**config.mk**
```make
export PLATFORM = sky130hd
export DESIGN_NAME = gas_mixture_mole_fraction_update_top
export DESIGN_NICKNAME = d
export VERILOG_FILES = /design/src/hw/rtl/gmmf_pkg.sv /design/src/hw/rtl/gmmf_div.sv /design/src/hw/rtl/gmmf_dp.sv /design/src/hw/rtl/gmmf_ctrl.sv /design/src/hw/rtl/gas_mixture_mole_fraction_update_top.sv
export SDC_FILE = /design/constraint.sdc
export NUM_CORES = 2
export LEC_CHECK = 0
export ABC_AREA = 1
export BUFFER_PORTS_ARGS = -buffer_cell sky130_fd_sc_hd__buf_2
export CORE_ASPECT_RATIO = 0.8
export CORE_MARGIN = 8
export CORE_UTILIZATION = 30
export CTS_BUF_LIST = sky130_fd_sc_hd__clkbuf_4 sky130_fd_sc_hd__clkbuf_8
export DETAILED_ROUTE_END_ITERATION = 8
export PLACE_DENSITY_LB_ADDON = 0.2
export SYNTH_ARGS = -nofsm -noshare
export SYNTH_HDL_FRONTEND = slang
export SYNTH_SLANG_ARGS = --single-unit
```
**constraint.sdc**
```tcl
create_clock -name clk -period 8.4 [get_ports clk]
set_input_delay 1.68 -clock clk [delete_from_list [all_inputs] [get_ports clk]]
set_output_delay 1.68 -clock clk [all_outputs]
set_load 0.01 [all_outputs]
```
**src/hw/rtl/gmmf_pkg.sv**
```systemverilog
// gmmf_pkg: shared constants, command/status structs and controller states
// for the gas mixture mole fraction update block; no dependencies
`timescale 1ns / 1ps
`default_nettype none

package gmmf_pkg;

    localparam int NUM_COMPOUNDS = 4;
    localparam int IDX_W         = $clog2(NUM_COMPOUNDS);

    localparam int FRAC_W    = 17;
    localparam int HEAT_W    = 16;
    localparam int OLD_W     = 31;
    localparam int ADD_W     = 32;
    localparam int CFG_IDX_W = 8;

    // weight arithmetic
    localparam int OLD_PROD_W = OLD_W + FRAC_W;
    localparam int ADD_PROD_W = ADD_W + FRAC_W + 1;
    localparam int SUM_W      = ADD_PROD_W + 1;
    localparam int V_W        = SUM_W - 1;
    localparam int TOT_W      = V_W + IDX_W;

    // heat arithmetic
    localparam int HPROD_W = HEAT_W + FRAC_W;
    localparam int HACC_W  = HPROD_W + IDX_W;
    localparam int HFRAC_BITS = 16;

    // divider: one integer step, sixteen fraction steps, one rounding step
    localparam int DIV_LAST  = FRAC_W;
    localparam int DIV_CNT_W = $clog2(DIV_LAST + 1);

    localparam logic [FRAC_W-1:0] FRAC_ONE   = 17'h10000;
    localparam logic [HEAT_W-1:0] HEAT_RESET = 16'd7424;
    localparam logic [HEAT_W-1:0] HEAT_MAX   = 16'hFFFF;

    localparam logic OP_MIX  = 1'b0;
    localparam logic OP_LOAD = 1'b1;

    typedef logic [NUM_COMPOUNDS-1:0][FRAC_W-1:0] frac_vec_t;

    typedef enum logic [3:0] {
        ST_IDLE,
        ST_WMUL,
        ST_WACC,
        ST_CHECK,
        ST_DIV_START,
        ST_DIV_WAIT,
        ST_HMUL,
        ST_HACC,
        ST_FINISH
    } gmmf_state_t;

    typedef struct packed {
        logic load_in;
        logic idx_clr;
        logic idx_inc;
        logic wmul;
        logic wacc;
        logic frac_copy;
        logic frac_first;
        logic div_start;
        logic div_store;
        logic hmul;
        logic hacc;
        logic out_load;
    } gmmf_cmd_t;

    typedef struct packed {
        logic idx_last;
        logic op_load;
        logic sum_one;
        logic total_zero;
        logic div_done;
    } gmmf_stat_t;

endpackage

`default_nettype wire

```
**src/hw/rtl/gmmf_div.sv**
```systemverilog
// gmmf_div: iterative restoring divider giving a rounded Q1.16 quotient
// num * 65536 / den with num <= den; uses gmmf_pkg
`timescale 1ns / 1ps
`default_nettype none

module gmmf_div (
    input  wire logic                          clk,
    input  wire logic                          rst_n,
    input  wire logic                          start,
    input  wire logic [gmmf_pkg::TOT_W-1:0]    num,
    input  wire logic [gmmf_pkg::TOT_W-1:0]    den,
    output logic                               done,
    output logic [gmmf_pkg::FRAC_W-1:0]        quot
);

    logic                              busy_reg, busy_next;
    logic                              done_reg, done_next;
    logic [gmmf_pkg::DIV_CNT_W-1:0]    step_reg, step_next;
    logic [gmmf_pkg::TOT_W:0]          rem_reg, rem_next;
    logic [gmmf_pkg::TOT_W-1:0]        den_reg, den_next;
    logic [gmmf_pkg::FRAC_W-1:0]       q_reg, q_next;

    logic [gmmf_pkg::TOT_W:0]          shifted;
    logic                              ge;

    // first step compares without shifting
    assign shifted = (step_reg == '0) ? rem_reg : {rem_reg[gmmf_pkg::TOT_W-1:0], 1'b0};
    assign ge      = (shifted >= {1'b0, den_reg});

    always_comb
    begin
        busy_next = busy_reg;
        done_next = 1'b0;
        step_next = step_reg;
        rem_next  = rem_reg;
        den_next  = den_reg;
        q_next    = q_reg;
        if (start)
        begin
            busy_next = 1'b1;
            step_next = '0;
            rem_next  = {1'b0, num};
            den_next  = den;
            q_next    = '0;
        end
        else if (busy_reg)
        begin
            if (step_reg == gmmf_pkg::DIV_CNT_W'(gmmf_pkg::DIV_LAST))
            begin
                // round half up
                q_next    = q_reg + gmmf_pkg::FRAC_W'(ge);
                busy_next = 1'b0;
                done_next = 1'b1;
            end
            else
            begin
                rem_next  = ge ? (shifted - {1'b0, den_reg}) : shifted;
                q_next    = {q_reg[gmmf_pkg::FRAC_W-2:0], ge};
                step_next = step_reg + 1'b1;
            end
        end
    end

    always_ff @(posedge clk or negedge rst_n)
    begin
        if (!rst_n)
        begin
            busy_reg <= 1'b0;
            done_reg <= 1'b0;
            step_reg <= '0;
        end
        else
        begin
            busy_reg <= busy_next;
            done_reg <= done_next;
            step_reg <= step_next;
        end
    end

    always_ff @(posedge clk)
    begin
        rem_reg <= rem_next;
        den_reg <= den_next;
        q_reg   <= q_next;
    end

    assign done = done_reg;
    assign quot = q_reg;

endmodule

`default_nettype wire

```
**src/hw/rtl/gmmf_dp.sv**
```systemverilog
// gmmf_dp: datapath with mixture state, heat registers, weight and heat
// multipliers, output registers; uses gmmf_pkg and gmmf_div
`timescale 1ns / 1ps
`default_nettype none

module gmmf_dp (
    input  wire logic                              clk,
    input  wire logic                              rst_n,
    input  wire gmmf_pkg::gmmf_cmd_t               cmd,
    output gmmf_pkg::gmmf_stat_t                   stat,
    input  wire logic                              opcode,
    input  wire logic [gmmf_pkg::OLD_W-1:0]        old_moles,
    input  wire logic signed [gmmf_pkg::ADD_W-1:0] add_moles,
    input  wire gmmf_pkg::frac_vec_t               frac_in,
    input  wire logic                              cfg_we,
    input  wire logic [gmmf_pkg::CFG_IDX_W-1:0]    cfg_index,
    input  wire logic [gmmf_pkg::HEAT_W-1:0]       cfg_data,
    output gmmf_pkg::frac_vec_t                    frac_out,
    output logic [gmmf_pkg::HEAT_W-1:0]            mix_heat,
    output logic                                   was_normalized
);

    localparam int HSH_W = gmmf_pkg::HACC_W + 1 - gmmf_pkg::HFRAC_BITS;

    // latched request
    logic                                   opcode_reg;
    logic [gmmf_pkg::OLD_W-1:0]             old_reg;
    logic signed [gmmf_pkg::ADD_W-1:0]      add_reg;
    gmmf_pkg::frac_vec_t                    fin_reg;

    logic [gmmf_pkg::IDX_W-1:0]             idx_reg;
    gmmf_pkg::frac_vec_t                    mole_frac_reg;
    logic [gmmf_pkg::HEAT_W-1:0]            heat_cap_reg [gmmf_pkg::NUM_COMPOUNDS];

    logic [gmmf_pkg::OLD_PROD_W-1:0]        old_prod_reg;
    logic signed [gmmf_pkg::ADD_PROD_W-1:0] add_prod_reg;
    logic [gmmf_pkg::V_W-1:0]               v_reg [gmmf_pkg::NUM_COMPOUNDS];
    logic [gmmf_pkg::TOT_W-1:0]             total_reg;
    logic                                   normed_reg;

    logic [gmmf_pkg::HPROD_W-1:0]           hprod_reg;
    logic [gmmf_pkg::HACC_W-1:0]            hacc_reg;

    gmmf_pkg::frac_vec_t                    frac_out_reg;
    logic [gmmf_pkg::HEAT_W-1:0]            heat_out_reg;
    logic                                   normed_out_reg;

    logic [gmmf_pkg::FRAC_W-1:0]            cur_frac;
    logic [gmmf_pkg::FRAC_W-1:0]            cur_fin;
    logic signed [gmmf_pkg::SUM_W-1:0]      wsum;
    logic [gmmf_pkg::V_W-1:0]               wpos;
    logic                                   div_done;
    logic [gmmf_pkg::FRAC_W-1:0]            div_quot;
    logic [gmmf_pkg::HACC_W:0]              hround;
    logic [HSH_W-1:0]                       hshift;
    logic [gmmf_pkg::HEAT_W-1:0]            heat_sat;

    assign cur_frac = mole_frac_reg[idx_reg];
    assign cur_fin  = fin_reg[idx_reg];

    // raw weight, negative clamped to zero; a load uses the fraction itself
    assign wsum = $signed({{(gmmf_pkg::SUM_W - gmmf_pkg::OLD_PROD_W){1'b0}}, old_prod_reg})
                + $signed({{(gmmf_pkg::SUM_W - gmmf_pkg::ADD_PROD_W)
                             {add_prod_reg[gmmf_pkg::ADD_PROD_W-1]}}, add_prod_reg});

    always_comb
    begin
        if (opcode_reg == gmmf_pkg::OP_LOAD)
            wpos = gmmf_pkg::V_W'(cur_fin);
        else if (wsum[gmmf_pkg::SUM_W-1])
            wpos = '0;
        else
            wpos = wsum[gmmf_pkg::V_W-1:0];
    end

    gmmf_div u_div (
        .clk   (clk),
        .rst_n (rst_n),
        .start (cmd.div_start),
        .num   (gmmf_pkg::TOT_W'(v_reg[idx_reg])),
        .den   (total_reg),
        .done  (div_done),
        .quot  (div_quot)
    );

    // heat: round half up, saturate
    assign hround   = {1'b0, hacc_reg} + (gmmf_pkg::HACC_W+1)'(32768);
    assign hshift   = hround[gmmf_pkg::HACC_W:gmmf_pkg::HFRAC_BITS];
    assign heat_sat = (|hshift[HSH_W-1:gmmf_pkg::HEAT_W]) ? gmmf_pkg::HEAT_MAX
                                                          : hshift[gmmf_pkg::HEAT_W-1:0];

    always_ff @(posedge clk or negedge rst_n)
    begin
        if (!rst_n)
        begin
            idx_reg       <= '0;
            mole_frac_reg <= '0;
            for (int i = 0; i < gmmf_pkg::NUM_COMPOUNDS; i++)
            begin
                heat_cap_reg[i] <= gmmf_pkg::HEAT_RESET;
            end
        end
        else
        begin
            if (cmd.idx_clr)
                idx_reg <= '0;
            else if (cmd.idx_inc)
                idx_reg <= idx_reg + 1'b1;

            if (cmd.frac_copy)
                mole_frac_reg <= fin_reg;
            else if (cmd.frac_first)
                // all first compound
                mole_frac_reg <= {{((gmmf_pkg::NUM_COMPOUNDS - 1) * gmmf_pkg::FRAC_W){1'b0}},
                                  gmmf_pkg::FRAC_ONE};
            else if (cmd.div_store)
                mole_frac_reg[idx_reg] <= div_quot;

            if (cfg_we && (cfg_index < gmmf_pkg::CFG_IDX_W'(gmmf_pkg::NUM_COMPOUNDS)))
                heat_cap_reg[cfg_index[gmmf_pkg::IDX_W-1:0]] <= cfg_data;
        end
    end

    always_ff @(posedge clk)
    begin
        if (cmd.load_in)
        begin
            opcode_reg <= opcode;
            old_reg    <= old_moles;
            add_reg    <= add_moles;
            fin_reg    <= frac_in;
            total_reg  <= '0;
            hacc_reg   <= '0;
        end
        if (cmd.wmul)
        begin
            old_prod_reg <= old_reg * cur_frac;
            add_prod_reg <= add_reg * $signed({1'b0, cur_fin});
        end
        if (cmd.wacc)
        begin
            v_reg[idx_reg] <= wpos;
            total_reg      <= total_reg + gmmf_pkg::TOT_W'(wpos);
        end
        if (cmd.frac_copy)
            normed_reg <= 1'b0;
        else if (cmd.frac_first || cmd.div_start)
            normed_reg <= 1'b1;
        if (cmd.hmul)
            hprod_reg <= heat_cap_reg[idx_reg] * cur_frac;
        if (cmd.hacc)
            hacc_reg <= hacc_reg + gmmf_pkg::HACC_W'(hprod_reg);
        if (cmd.out_load)
        begin
            frac_out_reg   <= mole_frac_reg;
            heat_out_reg   <= heat_sat;
            normed_out_reg <= normed_reg;
        end
    end

    assign stat.idx_last   = (idx_reg == gmmf_pkg::IDX_W'(gmmf_pkg::NUM_COMPOUNDS - 1));
    assign stat.op_load    = (opcode_reg == gmmf_pkg::OP_LOAD);
    assign stat.sum_one    = (total_reg == gmmf_pkg::TOT_W'(gmmf_pkg::FRAC_ONE));
    assign stat.total_zero = (total_reg == '0);
    assign stat.div_done   = div_done;

    assign frac_out       = frac_out_reg;
    assign mix_heat       = heat_out_reg;
    assign was_normalized = normed_out_reg;

endmodule

`default_nettype wire

```
**src/hw/rtl/gmmf_ctrl.sv**
```systemverilog
// gmmf_ctrl: sequencing state machine and output valid flag for the
// mole fraction update; uses gmmf_pkg
`timescale 1ns / 1ps
`default_nettype none

module gmmf_ctrl (
    input  wire logic                   clk,
    input  wire logic                   rst_n,
    input  wire logic                   in_valid,
    output logic                        in_stall,
    output logic                        out_valid,
    input  wire logic                   out_stall,
    input  wire gmmf_pkg::gmmf_stat_t   stat,
    output gmmf_pkg::gmmf_cmd_t         cmd
);

    gmmf_pkg::gmmf_state_t state_reg, state_next;
    logic                  out_valid_reg, out_valid_next;
    logic                  out_free;

    assign out_free = !out_valid_reg || !out_stall;

    // next state
    always_comb
    begin
        state_next = state_reg;
        case (state_reg)
            gmmf_pkg::ST_IDLE:
                if (in_valid)
                    state_next = gmmf_pkg::ST_WMUL;
            gmmf_pkg::ST_WMUL:
                state_next = gmmf_pkg::ST_WACC;
            gmmf_pkg::ST_WACC:
                state_next = stat.idx_last ? gmmf_pkg::ST_CHECK : gmmf_pkg::ST_WMUL;
            gmmf_pkg::ST_CHECK:
                if ((stat.op_load && stat.sum_one) || stat.total_zero)
                    state_next = gmmf_pkg::ST_HMUL;
                else
                    state_next = gmmf_pkg::ST_DIV_START;
            gmmf_pkg::ST_DIV_START:
                state_next = gmmf_pkg::ST_DIV_WAIT;
            gmmf_pkg::ST_DIV_WAIT:
                if (stat.div_done)
                    state_next = stat.idx_last ? gmmf_pkg::ST_HMUL : gmmf_pkg::ST_DIV_START;
            gmmf_pkg::ST_HMUL:
                state_next = gmmf_pkg::ST_HACC;
            gmmf_pkg::ST_HACC:
                state_next = stat.idx_last ? gmmf_pkg::ST_FINISH : gmmf_pkg::ST_HMUL;
            gmmf_pkg::ST_FINISH:
                if (out_free)
                    state_next = gmmf_pkg::ST_IDLE;
            default:
                state_next = gmmf_pkg::ST_IDLE;
        endcase
    end

    // outputs
    always_comb
    begin
        cmd      = '0;
        in_stall = 1'b1;
        case (state_reg)
            gmmf_pkg::ST_IDLE:
            begin
                in_stall = 1'b0;
                if (in_valid)
                begin
                    cmd.load_in = 1'b1;
                    cmd.idx_clr = 1'b1;
                end
            end
            gmmf_pkg::ST_WMUL:
                cmd.wmul = 1'b1;
            gmmf_pkg::ST_WACC:
            begin
                cmd.wacc = 1'b1;
                if (stat.idx_last)
                    cmd.idx_clr = 1'b1;
                else
                    cmd.idx_inc = 1'b1;
            end
            gmmf_pkg::ST_CHECK:
                if (stat.op_load && stat.sum_one)
                    cmd.frac_copy = 1'b1;
                else if (stat.total_zero)
                    cmd.frac_first = 1'b1;
            gmmf_pkg::ST_DIV_START:
                cmd.div_start = 1'b1;
            gmmf_pkg::ST_DIV_WAIT:
                if (stat.div_done)
                begin
                    cmd.div_store = 1'b1;
                    if (stat.idx_last)
                        cmd.idx_clr = 1'b1;
                    else
                        cmd.idx_inc = 1'b1;
                end
            gmmf_pkg::ST_HMUL:
                cmd.hmul = 1'b1;
            gmmf_pkg::ST_HACC:
            begin
                cmd.hacc = 1'b1;
                if (!stat.idx_last)
                    cmd.idx_inc = 1'b1;
            end
            gmmf_pkg::ST_FINISH:
                if (out_free)
                    cmd.out_load = 1'b1;
            default:
                cmd = '0;
        endcase
    end

    always_comb
    begin
        out_valid_next = out_valid_reg;
        if (cmd.out_load)
            out_valid_next = 1'b1;
        else if (!out_stall)
            out_valid_next = 1'b0;
    end

    always_ff @(posedge clk or negedge rst_n)
    begin
        if (!rst_n)
        begin
            state_reg     <= gmmf_pkg::ST_IDLE;
            out_valid_reg <= 1'b0;
        end
        else
        begin
            state_reg     <= state_next;
            out_valid_reg <= out_valid_next;
        end
    end

    assign out_valid = out_valid_reg;

endmodule

`default_nettype wire

```
**src/hw/rtl/gas_mixture_mole_fraction_update_top.sv**
```systemverilog
// gas_mixture_mole_fraction_update_top: top level joining controller and
// datapath; uses gmmf_pkg, gmmf_ctrl, gmmf_dp (which holds gmmf_div)
//
// request channel (in_valid / in_stall): opcode, old_moles, add_moles and four
//   incoming fractions, taken when in_valid is high and in_stall is low; mix
//   blends added moles into the stored mixture, load takes the given fractions
// result channel (out_valid / out_stall): four new fractions, mix_heat and
//   was_normalized, one per request, held while out_stall is high
// config channel (cfg_valid / cfg_ready / cfg_index / cfg_data): heat_cap_0..3
//   at index 0..3, other indexes ignored; cfg_ready is always high, writes
//   belong only to idle periods
// timing: one request at a time; a multiply and an accumulate per weight,
//   a check state, then per compound a start and a wait on the shared
//   18-step divider, then a multiply and an accumulate per heat term, then
//   the output load; a load already summing to one or a zero total skips
//   the divides; requests are taken only in idle, so the divider sets the rate
// reset: rst_n clears the stored fractions, sets the heats to 7424 (29.0),
//   idles the state machine and drops out_valid
// stall: a finished result waits in the output register while the next
//   request is accepted and computed; only the finish state waits on out_stall
`timescale 1ns / 1ps
`default_nettype none

module gas_mixture_mole_fraction_update_top (
    input  wire logic                              clk,
    input  wire logic                              rst_n,
    // request channel
    input  wire logic                              in_valid,
    output logic                                   in_stall,
    input  wire logic                              opcode,
    input  wire logic [gmmf_pkg::OLD_W-1:0]        old_moles,
    input  wire logic signed [gmmf_pkg::ADD_W-1:0] add_moles,
    input  wire logic [gmmf_pkg::FRAC_W-1:0]       frac_in_0,
    input  wire logic [gmmf_pkg::FRAC_W-1:0]       frac_in_1,
    input  wire logic [gmmf_pkg::FRAC_W-1:0]       frac_in_2,
    input  wire logic [gmmf_pkg::FRAC_W-1:0]       frac_in_3,
    // result channel
    output logic                                   out_valid,
    input  wire logic                              out_stall,
    output logic [gmmf_pkg::FRAC_W-1:0]            frac_out_0,
    output logic [gmmf_pkg::FRAC_W-1:0]            frac_out_1,
    output logic [gmmf_pkg::FRAC_W-1:0]            frac_out_2,
    output logic [gmmf_pkg::FRAC_W-1:0]            frac_out_3,
    output logic [gmmf_pkg::HEAT_W-1:0]            mix_heat,
    output logic                                   was_normalized,
    // config channel
    input  wire logic                              cfg_valid,
    output logic                                   cfg_ready,
    input  wire logic [gmmf_pkg::CFG_IDX_W-1:0]    cfg_index,
    input  wire logic [gmmf_pkg::HEAT_W-1:0]       cfg_data
);

    gmmf_pkg::gmmf_cmd_t  cmd;
    gmmf_pkg::gmmf_stat_t stat;
    gmmf_pkg::frac_vec_t  frac_in;
    gmmf_pkg::frac_vec_t  frac_out;

    // pack the per-compound ports
    assign frac_in[0] = frac_in_0;
    assign frac_in[1] = frac_in_1;
    assign frac_in[2] = frac_in_2;
    assign frac_in[3] = frac_in_3;

    assign frac_out_0 = frac_out[0];
    assign frac_out_1 = frac_out[1];
    assign frac_out_2 = frac_out[2];
    assign frac_out_3 = frac_out[3];

    // heat registers take a write in any cycle
    assign cfg_ready = 1'b1;

    gmmf_ctrl u_ctrl (
        .clk       (clk),
        .rst_n     (rst_n),
        .in_valid  (in_valid),
        .in_stall  (in_stall),
        .out_valid (out_valid),
        .out_stall (out_stall),
        .stat      (stat),
        .cmd       (cmd)
    );

    gmmf_dp u_dp (
        .clk            (clk),
        .rst_n          (rst_n),
        .cmd            (cmd),
        .stat           (stat),
        .opcode         (opcode),
        .old_moles      (old_moles),
        .add_moles      (add_moles),
        .frac_in        (frac_in),
        .cfg_we         (cfg_valid && cfg_ready),
        .cfg_index      (cfg_index),
        .cfg_data       (cfg_data),
        .frac_out       (frac_out),
        .mix_heat       (mix_heat),
        .was_normalized (was_normalized)
    );

endmodule

`default_nettype wire

```
==> impl_metrics.json <==
{
  "reg2reg_from": "u_dp.idx_reg[0]",
  "final_antenna_net_count": 0,
  "cp-start-kind": "register",
  "final_max_slew_viol_count": 0,
  "clk_latency_ns": 0.99,
  "worst_r2r_endpoint": "u_dp.old_prod_reg[42]",
  "postSynthAreaPerCell_sq_um": 8.11,
  "crit_required_ns": 9.08,
  "r2r_setup_slack_ns": 0.31,
  "criticalPathCategory": "register to register",
  "max_cap_viol_count": 0,
  "grt_first_pass_wirelength_mm": 512,
  "hpwlAfterDp_mm": 277,
  "outcome": "finished, final reports clean",
  "global_route.usage.total_pct": 20.0,
  "netlist-cell-type-count": 60,
  "dieHeight_um": 521,
  "routed_length_per_instance_um": 20.9,
  "clock-sinks": 904,
  "slowest_stage": "sky130_fd_sc_hd__inv_1",
  "worst_path_dominant_cell_family": "adder cells",
  "min-delay-path-class": "register to register",
  "synthesized_nets": 13600,
  "maxClockFrequency_ghz": 0.124,
  "synth_seq_cells": 904,
  "holdPathEnd": "u_dp.frac_out[18]",
  "origin_of_the_worst_min_delay_path": "u_dp.mole_frac_reg[18]",
  "ys_dominant_reg_cell": "sky130_fd_sc_hd__edfxtp_1",
  "clk_root_buffer_cell": "sky130_fd_sc_hd__clkbuf_8",
  "num_vias": 78800,
  "ff_to_ff_path_depth": 25,
  "fin_crit_ns": 8.09,
  "netlist_top_cells_area": "sky130_fd_sc_hd__fa_1 24%, sky130_fd_sc_hd__edfxtp_1 23%, sky130_fd_sc_hd__nand2_1 11%",
  "ctsLongestPathBuffers": 4,
  "largest_register_ffs": 200,
  "initial_core_util_pct": 30.1,
  "fp.dieW_um": 647,
  "postSynth.asyncResetShare_pct": 16.2,
  "hold_path_cells": 0,
  "tritoncts.num_buffers": 176,
  "drt_iter0_markers": 7029,
  "io_buffers": 247,
  "gp_congestion": 0.952,
  "finalHoldViolations": 0,
  "synthesis.instances": 11800,
  "max_stage_delay_ns": 0.67,
  "drc_errors": 0,
  "rsz0062_at_grt": "false",
  "worst_setup_hold_path_clk_slew_ns": 0.06,
  "cp.arrival_ns": 8.76,
  "row_count": 185,
  "first_pass_iteration_count_of_the_detailed_router": 6,
  "post-route-period-util_pct": 96.3,
  "synth.yosys.seq_area_share_pct": 27.4,
  "post-synth-top-area-cell": "sky130_fd_sc_hd__fa_1",
  "setup_tns_ns": 0,
  "synth_top_area_share_pct": 24.5,
  "area.growth.synth_to_final_pct": 10.5,
  "setup_viol_count_final": 0,
  "final_layout_size_suffix_gt1_share_pct": 6.48,
  "num-nets-final": 13900,
  "clock-skew-final_ns": 0.161,
  "critical_path.endpoint_type": "register",
  "antenna_found_initial": 17,
  "vias_per_cell": 4.82,
  "crit_path_max_fanout": 45,
  "tightest_slew_ns": 1.46,
  "timing.critical_path.buf_inv": 8,
  "design.die.area_sq_um": 337000,
  "layout.cells.most_common": "sky130_fd_sc_hd__nand2_1",
  "htreeDepth": 4,
  "grt_start_max_net_pins": 73,
  "netlist_area_sq_um": 95500,
  "number_of_enable_flip_flop_cells_after_synthesis": 737,
  "coreArea_sq_um": 317000,
  "timing.critical_path.mode_cell": "sky130_fd_sc_hd__fa_1",
  "global_route.overflow_total": 0,
  "max_slew_headroom_pct": 1.81,
  "top_level_ports": 249,
  "clock_tree_from_tritoncts": "yes",
  "totalWireLength_mm": 341,
  "most-common-layout-cells": "2686 x sky130_fd_sc_hd__nand2_1, 2312 x sky130_fd_sc_hd__inv_1, 1576 x sky130_fd_sc_hd__nor2_1, 1167 x sky130_fd_sc_hd__fa_1, 737 x sky130_fd_sc_hd__edfxtp_1",
  "synth.yosys.warnings": 0,
  "via_count_of_the_first_global_routing_pass": 78300,
  "cts_hold_buf": 0
}
-- cells by family after synthesis --
kind of cell / after synthesis / synth area share [%]
DFF: 904 / 27.4
AOI/OAI and AO/OA: 1236 / 7.17
and+or+nand+nor: 5015 / 21.1
other: 1 / 0.00392
adders and majority gates: 1705 / 31.5
xor gates and xnor gates: 204 / 1.87
muxes: 2 / 0.0223
buffers and inverters: 2710 / 10.8
-- routing by layer --
layer	track usage, %	vias to the layer above	share of wire [%]
li1	-	37000	-
met1	30.2	38800	48
met2	29.5	2675	42
met3	3.85	349	8.1
met4	4.17	6	2.3
met5	0	-	0.012
-- timing repair --
item	4_1_cts	5_1_grt
buffers inserted	0	0
gates resized for setup	0	2
setup endpoints to repair	0	1
-- synthesized netlist by cell type (118+ instances only) --
cell and instances:
sky130_fd_sc_hd__a21oi_1 464, sky130_fd_sc_hd__clkbuf_1 253, sky130_fd_sc_hd__dfrtp_1 130, sky130_fd_sc_hd__edfxtp_1 737, sky130_fd_sc_hd__fa_1 1167, sky130_fd_sc_hd__ha_1 538, sky130_fd_sc_hd__inv_1 2317, sky130_fd_sc_hd__nand2_1 2693
sky130_fd_sc_hd__nand3_1 382, sky130_fd_sc_hd__nand4_1 187, sky130_fd_sc_hd__nor2_1 1583, sky130_fd_sc_hd__o21ai_0 496, sky130_fd_sc_hd__xor2_1 118
-- metrics by stage --
stage	hold WS (ns)	setup WS [ns]	area [sq um]	utilization, %	std cells
3_3_place_gp	0.457	0.301	102000	32.1	16000
3_5_place_dp	0.458	0.403	102000	32.1	16000
6_report	0.402	0.315	106000	33.3	16300
4_1_cts	0.385	0.244	106000	33.3	16300
5_1_grt	0.420	0.0128	106000	33.3	16300
2_1_floorplan	0.409	1.83	95500	-	11800
-- how the worst max path moves through the flow --
stage	from	cells after the start	endpoint	slack (ns)
global placement	u_dp.idx_reg[0]	25	u_dp.old_prod_reg[38]	0.30
detailed placement	u_dp.idx_reg[0]	25	u_dp.old_prod_reg[38]	0.40
global route	u_dp.idx_reg[0]	24	u_dp.old_prod_reg[38]	0.01
finish	u_dp.idx_reg[0]	25	u_dp.old_prod_reg[42]	0.31
floorplan	u_dp.idx_reg[0]	27	u_dp.add_prod_reg[49]	1.83
CTS	u_dp.idx_reg[0]	25	u_dp.old_prod_reg[38]	0.24
-- final cells by class --
cell class	count	area, sq um
multi-input combinational	8163	59100
clock inverter	76	676
clock buffer	238	2970
timing repair buffer	408	2550
inverter	2346	8830
antenna	4	10.0
sequential	904	26200
tap	4207	5260
fill	33900	212000
Power is not shown: default switching activity piles up to over one toggle a cycle in this logic, so the estimate is an artifact.
